==> src/hw/rtl/masked_flow_aggregation_table_core_macros.svh <==
// Assertion macros for the flow aggregation table core.
// Included by files that carry concurrent checks.
`ifndef MASKED_FLOW_AGGREGATION_TABLE_CORE_MACROS_SVH
`define MASKED_FLOW_AGGREGATION_TABLE_CORE_MACROS_SVH
`ifndef NO_ASSERTIONS
`define MFAT_ASSERT(label, clk, rst_n, prop) \
  label: assert property (@(posedge clk) disable iff (!rst_n) prop) else $error("check failed");
`define MFAT_ASSERT_NORST(label, clk, prop) \
  label: assert property (@(posedge clk) prop) else $error("check failed");
`else
`define MFAT_ASSERT(label, clk, rst_n, prop)
`define MFAT_ASSERT_NORST(label, clk, prop)
`endif
`endif

==> src/hw/rtl/mfat_pkg.sv <==
// Shared types and constants for the flow aggregation table.
// No dependencies.
`timescale 1ns / 1ps
`default_nettype none
package mfat_pkg;
  localparam int unsigned TableDepthDefault = 1024;
  localparam int unsigned ByteWidthDefault  = 48;
  localparam int unsigned AddrBits          = 32;
  localparam int unsigned CfgAddrW          = 3;
  localparam int unsigned CfgDataW          = 6;
  localparam int unsigned FlowsW            = 11;

  localparam logic [CfgAddrW-1:0] RegKeepSrcAddr = 3'd0;
  localparam logic [CfgAddrW-1:0] RegKeepDstAddr = 3'd1;
  localparam logic [CfgAddrW-1:0] RegKeepSrcPort = 3'd2;
  localparam logic [CfgAddrW-1:0] RegKeepDstPort = 3'd3;
  localparam logic [CfgAddrW-1:0] RegPrefixLen   = 3'd4;

  typedef enum logic [1:0] {
    StNew = 2'd0, StAgg = 2'd1, StFull = 2'd2, StEmptyMask = 2'd3
  } status_e;

  typedef enum logic [1:0] {
    BkIdle, BkScan, BkRead, BkDone
  } bk_state_e;

  typedef struct packed {
    logic [31:0] source_address;
    logic [31:0] dest_address;
    logic [15:0] source_port;
    logic [15:0] dest_port;
    logic [7:0]  protocol;
    logic [15:0] packet_length;
  } in_item_t;

  typedef struct packed {
    logic [1:0]  status;
    logic [47:0] flow_bytes;
    logic [7:0]  flow_protocol;
    logic [10:0] flows_seen;
  } out_item_t;

  typedef struct packed {
    logic        empty_mask;
    logic [31:0] skey;
    logic [31:0] dkey;
    logic [31:0] pkey;
    logic [7:0]  protocol;
    logic [15:0] packet_length;
  } key_item_t;

  function automatic logic [31:0] prefix_mask(input logic [5:0] len);
    logic [5:0] l;
    l = (len > 6'd32) ? 6'd32 : len;
    if (l == 6'd0) return 32'd0;
    return 32'hffff_ffff << (6'd32 - l);
  endfunction
endpackage
`default_nettype wire

==> src/hw/rtl/mfat_front.sv <==
// Front end: registers and masks incoming headers into flow keys.
// Depends on mfat_pkg.
`timescale 1ns / 1ps
`default_nettype none
module mfat_front import mfat_pkg::*; (
  input  wire logic                clk_i,
  input  wire logic                rst_ni,
  input  wire logic                cfg_we_i,
  input  wire logic [CfgAddrW-1:0] cfg_idx_i,
  input  wire logic [CfgDataW-1:0] cfg_data_i,
  input  wire logic                push_i,
  input  wire in_item_t            item_i,
  output logic                     full_o,
  output logic                     kv_o,
  output key_item_t                key_o,
  input  wire logic                kpop_i
);
  logic ksa_q, kda_q, ksp_q, kdp_q;
  logic [5:0] plen_q;
  logic v_q;
  key_item_t k_q, k_d;
  logic [31:0] pm;

  always_ff @(posedge clk_i or negedge rst_ni) begin
    if (!rst_ni) begin
      ksa_q <= 1'b1; kda_q <= 1'b1; ksp_q <= 1'b0; kdp_q <= 1'b1;
      plen_q <= 6'd32;
    end else if (cfg_we_i) begin
      case (cfg_idx_i)
        RegKeepSrcAddr: ksa_q <= cfg_data_i[0];
        RegKeepDstAddr: kda_q <= cfg_data_i[0];
        RegKeepSrcPort: ksp_q <= cfg_data_i[0];
        RegKeepDstPort: kdp_q <= cfg_data_i[0];
        RegPrefixLen:   plen_q <= cfg_data_i;
        default: ;
      endcase
    end
  end

  always_comb begin
    pm = prefix_mask(plen_q);
    k_d.empty_mask = !(ksa_q | kda_q | ksp_q | kdp_q);
    k_d.skey = ksa_q ? (item_i.source_address & pm) : 32'd0;
    k_d.dkey = kda_q ? (item_i.dest_address & pm) : 32'd0;
    k_d.pkey = {ksp_q ? item_i.source_port : 16'd0, kdp_q ? item_i.dest_port : 16'd0};
    k_d.protocol = item_i.protocol;
    k_d.packet_length = item_i.packet_length;
  end

  assign full_o = v_q;
  assign kv_o = v_q;
  assign key_o = k_q;

  always_ff @(posedge clk_i or negedge rst_ni) begin
    if (!rst_ni) v_q <= 1'b0;
    else if (push_i && !v_q) v_q <= 1'b1;
    else if (kpop_i) v_q <= 1'b0;
  end

  always_ff @(posedge clk_i) begin
    if (push_i && !v_q) k_q <= k_d;
  end
endmodule
`default_nettype wire

==> config.mk <==
export PLATFORM = sky130hd
export DESIGN_NAME = mfat_front
export DESIGN_NICKNAME = d
export VERILOG_FILES = /design/src/hw/rtl/masked_flow_aggregation_table_core_macros.svh /design/src/hw/rtl/mfat_pkg.sv /design/src/hw/rtl/mfat_front.sv
export SDC_FILE = /design/constraint.sdc
export NUM_CORES = 1
export LEC_CHECK = 0
export BUFFER_PORTS_ARGS = -buffer_cell sky130_fd_sc_hd__buf_4
export CORE_ASPECT_RATIO = 0.8
export CORE_MARGIN = 5
export CORE_UTILIZATION = 50
export DETAILED_ROUTE_END_ITERATION = 7
export PLACE_DENSITY = 0.85
export SLEW_MARGIN = 20
export SYNTH_ARGS = -nofsm -noshare
export SYNTH_HDL_FRONTEND = slang
export SYNTH_SLANG_ARGS = --single-unit
==> constraint.sdc <==
create_clock -name clk_i -period 14.7 [get_ports clk_i]
set_input_delay 0.735 -clock clk_i [delete_from_list [all_inputs] [get_ports clk_i]]
set_output_delay 0.735 -clock clk_i [all_outputs]
set_load 0.005 [all_outputs]
* Yosys cells after proc, flatten, opt, wreduce, memory -nomap -nowiden *
Cells that the tools add are included.

storage, ports and cells
  input port bits = 134
  output and inout bits = 123
  word-level logic and storage cells = 42
  register bits after elaboration = 132

cells by class
  mux-type cells = 6
  reductions and logical operators = 11
  add/sub/neg operators = 1
  equal/unequal tests = 4
  shifts and indexed selects = 1
  bitwise gates (word level) = 5
  order comparisons = 1

operators by type and width
  operator                                                             number
  32-bit bitwise AND                                                   2
  32-bit 2-to-1 mux                                                    2
  32-bit by 6-bit left shift with 32-bit output, first input constant  1
  2-bit AND reduction                                                  5
  3-bit by 2-bit == test with 1-bit output, second input constant      2
  6-bit > comparator, second input constant                            1
  6-bit zero test                                                      1
  6-bit 2-to-1 mux                                                     1
  6-bit subtractor, first input constant                               1
  3-bit by 1-bit == test with 1-bit output, second input constant      1
  3-bit == test, second input constant                                 1
  3-bit zero test                                                      1
  1-bit 2-to-1 mux                                                     3
  1-bit OR                                                             3
  1-bit zero test                                                      2
  2-bit nonzero test                                                   1
  1-bit logical AND                                                    1

* Logic depth before layout (Yosys ltp) *
  depth in word-level cells = 6
  mapped depth = 11
  depth with buffers taken out = 8

* Least setup slack after synthesis *
Ideal clock, no wire load.

  kind = input-to-reg
  start = input port push_i
  end = register k_q (netlist bit key_o[0]) (enable)
  setup time = 616 ps
  required time = 14,084 ps
  slack = 8,100 ps
  data arrival time = 5,984 ps
  stages = 1
  buffers on the path = 0
  cell sequence = nor2b_1

between the ends
  word-level cells in the longest chain between the ends = 1

ends and longest elaborated chain
  item                  line              text
  from (decl)           mfat_front.sv:11  input wire logic push_i,
  1-bit logical AND     mfat_front.sv:61  if (push_i && !v_q) k_q <= k_d;
  to (signal assigned)  mfat_front.sv:61
  to (decl)             mfat_front.sv:21  key_item_t k_q, k_d;

No other way between the ends.
A chain may end at the register's enable or synchronous reset.

* Worst setup path after layout *
  start = register plen_q[5]
  end = register k_q (netlist bit key_o[118]), data pin

between the ends
  word-level cells in the longest chain between the ends = 6
  elaborated cells between the ends (all ways) = 8
  classes of those cells = 1 x add/sub; 1 x order compare; 1 x shift; 3 x mux; 1 x bitwise; 1 x reduce/logical

ends and longest elaborated chain
  item                                                                                      line                            text
  from (decl)                                                                               mfat_front.sv:19                logic [5:0] plen_q;
  from (signal assigned)                                                                    mfat_front.sv:34                RegPrefixLen: plen_q <= cfg_data_i;
  6-bit > comparator                                                                        mfat_pkg.sv:54                  l = (len > 6'd32) ? 6'd32 : len;
  6-bit 2-to-1 mux (*)                                                                      mfat_pkg.sv:54
  6-bit subtractor / 6-bit zero test (equally long branches)                                mfat_pkg.sv:56, mfat_pkg.sv:55
  32-bit by 6-bit left shift with 32-bit output / 1-bit 2-to-1 mux (equally long branches)  mfat_pkg.sv:56, mfat_pkg.sv:55
  32-bit 2-to-1 mux (*)                                                                     mfat_pkg.sv:56                  return 32'hffff_ffff << (6'd32 - l);
  32-bit bitwise AND (*)                                                                    mfat_front.sv:43                k_d.skey = ksa_q ? (item_i.source_address & pm) : 32'd0;

Mark *: on every way between the ends. The rest lies on a longest branch, timed or not.

==> flow_metrics.tcl <==
set metrics [dict create \
    crit_arrival_ns 3.44 \
    num_antenna_cells 0 \
    layout_common_cells "buf_4, edfxtp_1, and2_1, inv_1, nand2_1" \
    grt_antenna_before_repair 0 \
    die_h_um 104 \
    core_area_um2 10800 \
    synth_nets 507 \
    clock.fmax_ghz 0.302 \
    end_kind "flip-flop" \
    hold_viol 0 \
    drtAntennaViolNets 0 \
    fin_area_um2 8090 \
    layout-drive-gt1-share 0.501 \
    async_flop_share 0.0833 \
    die_w_um 127 \
    setup_viol 0 \
    crit_required_ns 14.83 \
    switching_power_uw 328 \
    crit_type "flip-flop to flip-flop" \
    avgSynthCellArea_um2 15.0 \
    pwr_density_cell_nw_per_um2 140 \
    track_usage 0.238 \
    synthTopCellsByArea "edfxtp_1, and2_1, dfrtp_1, nor3b_1, dfstp_2" \
    die_area_um2 13300 \
    slew_headroom 0.323 \
    tightestPinTransition_ns 1.01 \
    synth_compound_area_frac 0.0723 \
    power_mw 1.13 \
    finalClockSkew_ns 0.00880 \
    ys.flop_type "edfxtp_1" \
    power_leakage_nw 3.31 \
    synth_fa_ha_area_frac 0.0113 \
    fillerInstances 709 \
    drt-pass1-iter-count 6 \
    ys_warn_count 0 \
    vias_per_cell 5.29 \
    cts_made_buffers 17 \
    port_buffers 256 \
    clock_sinks 132 \
    cts_tree "yes" \
    place_area_um2 7540 \
    clock_latency_ns 0.41 \
    post-dp-hpwl_um 11500 \
    yosys.area.top_type_share 0.658 \
    rsz0062_at_grt "no" \
    swShare 0.290 \
    wl_um 15800 \
    grt_pass1_vias 4310 \
    holdBufCountCts 0 \
    synth.area.mux_share 0.0184 \
    critPathLaunch "plen_q[5]" \
    reg2reg_slack_ns 11.39 \
    combPwrFrac 0.219 \
    ys_ff_latch 132 \
    initial_core_util 0.509 \
    drtIter0Drc 515 \
    num-nets-final 767 \
    clkTransAtPathRegs_ns 0.06 \
    ir_worst_vdd_uv 93.3 \
    regToRegStartpoint "plen_q[5]" \
    io_pins 257 \
    drc_errors 0 \
    layout_min_cycle_time_ns 3.31 \
    drv_cap 0 \
    intPower_uw 803 \
    p_clk_frac 0.344 \
    ctsResizeCount 0 \
    syn-cell-area_um2 5520 \
    worstPathMaxFanout 14 \
    start_kind "flip-flop" \
    htreeDepth 4 \
    grt_max_degree 68 \
    finish.utilization 0.745 \
    maxSlewViolCount 0 \
    cts_root_buf "clkbuf_16" \
    synth_xor_area_frac 0 \
    synth_simple_gate_area_frac 0.152 \
    finalSetupTns_ns 0 \
    instances_no_fill 785 \
    overflow 0 \
    gp_congestion 0.877 \
    wire_per_inst_um 20.1 \
    outcome "finished, final reports clean" \
    layout_commonest_cell "buf_4" \
    fin_crit_sh 0.225 \
    grt_pass1_wl_um 24200 \
    yosysSeqAreaShare 0.709 \
    post_cts_buffers 0 \
    synth_edf_count 121 \
    hold_class "primary input to async pin" \
    syn_inst 368 \
    seqPwrFrac 0.438 \
    synth_top_family_by_area "simple AND/OR/NAND/NOR gates" \
    cts_buffer_depth 2 \
    fp-row-count 34 \
    yosysTopAreaCell "edfxtp_1" \
    vias 4150 \
    ys_types 50 \
    place_inst 753 \
    syn_to_final_growth_pct 46.5 \
]
## flip-flops by register name, summed over array words and instances, names as in the netlist
signal,flops
plen_q,6
ksa_q,1
kdp_q,1
kda_q,1
ksp_q,1
key_o,121
full_o,1
## worst max-delay path: stages, from the launching register on
cell,delay (ns)
dfstp_2,0.72
inv_1,0.28
nand2_1,0.21
ha_1,0.26
inv_1,0.07
ha_1,0.50
nor2_1,0.21
nor4bb_2,0.57
a311oi_1,0.20
## stage by stage
step                      setup slack [ns]  hold slack (ns)
after global routing                 11.21            0.142
final                                11.39            0.153
after CTS                            11.46            0.138
after floorplan                       8.10            0.439
after detailed placement             11.54            0.570
after global placement               11.71            0.549
## cells by family after synthesis
kind of cell               count (synthesis)
and+or+nand+nor                          131
DFF                                      132
adders and majority gates                  5
muxes                                      9
AOI/OAI and AO/OA                         47
buffers and inverters                     44
## power by group through the flow
stage	logic (mW)	clock network (mW)	registers, mW
floorplan	0.145	0	0.495
global placement	0.236	0	0.499
detailed placement	0.244	0	0.501
CTS	0.247	0.391	0.494
global route	0.267	0.411	0.500
finish	0.248	0.389	0.495
## Yosys cell counts (all sizes together) (2+ instances only)
cell	number
nand3	8
nor3	14
nor3b	16
a21oi	3
o32ai	8
nor4b	5
inv	27
dfstp	4
ha	5
and2	34
o211ai	2
a31oi	4
a2111oi	6
a211oi	2
nor2b	3
dfrtp	7
mux2	9
nor4	6
edfxtp	121
nand2	28
nor2	8
a311oi	10
nor4bb	3
o21ai	8
clkbuf	6
buf	11
## cell type report
cell class              instances  area (µm²)  area share
clock inverters                14         114      0.0141
well taps                     144         180      0.0223
flip-flops and latches        132        3910       0.484
multi-input cells             192        1410       0.175
repair buffers                258        1940       0.240
inverters                      27         101      0.0125
clock buffers                  18         429      0.0531
## per-layer routing
| layer | vias up | wire, µm | global-route usage |
|---|---|---|---|
| li1 | 1915 | - | - |
| met2 | 243 | 8240 | 0.412 |
| met4 | 0 | 197 | 0.0658 |
| met1 | 1975 | 5830 | 0.296 |
| met5 | - | 0 | 0 |
| met3 | 17 | 1520 | 0.0585 |
## worst paths after layout
check,to,cells after the start
max in group asynchronous,kda_q,1
min in group clk_i,key_o[18],1
worst max register to register,key_o[118],8
worst min register to register,full_o,1
worst min-delay path,plen_q[2],1
worst max-delay path,key_o[118],8
Note: power is estimated with default switching activity, not from simulation.
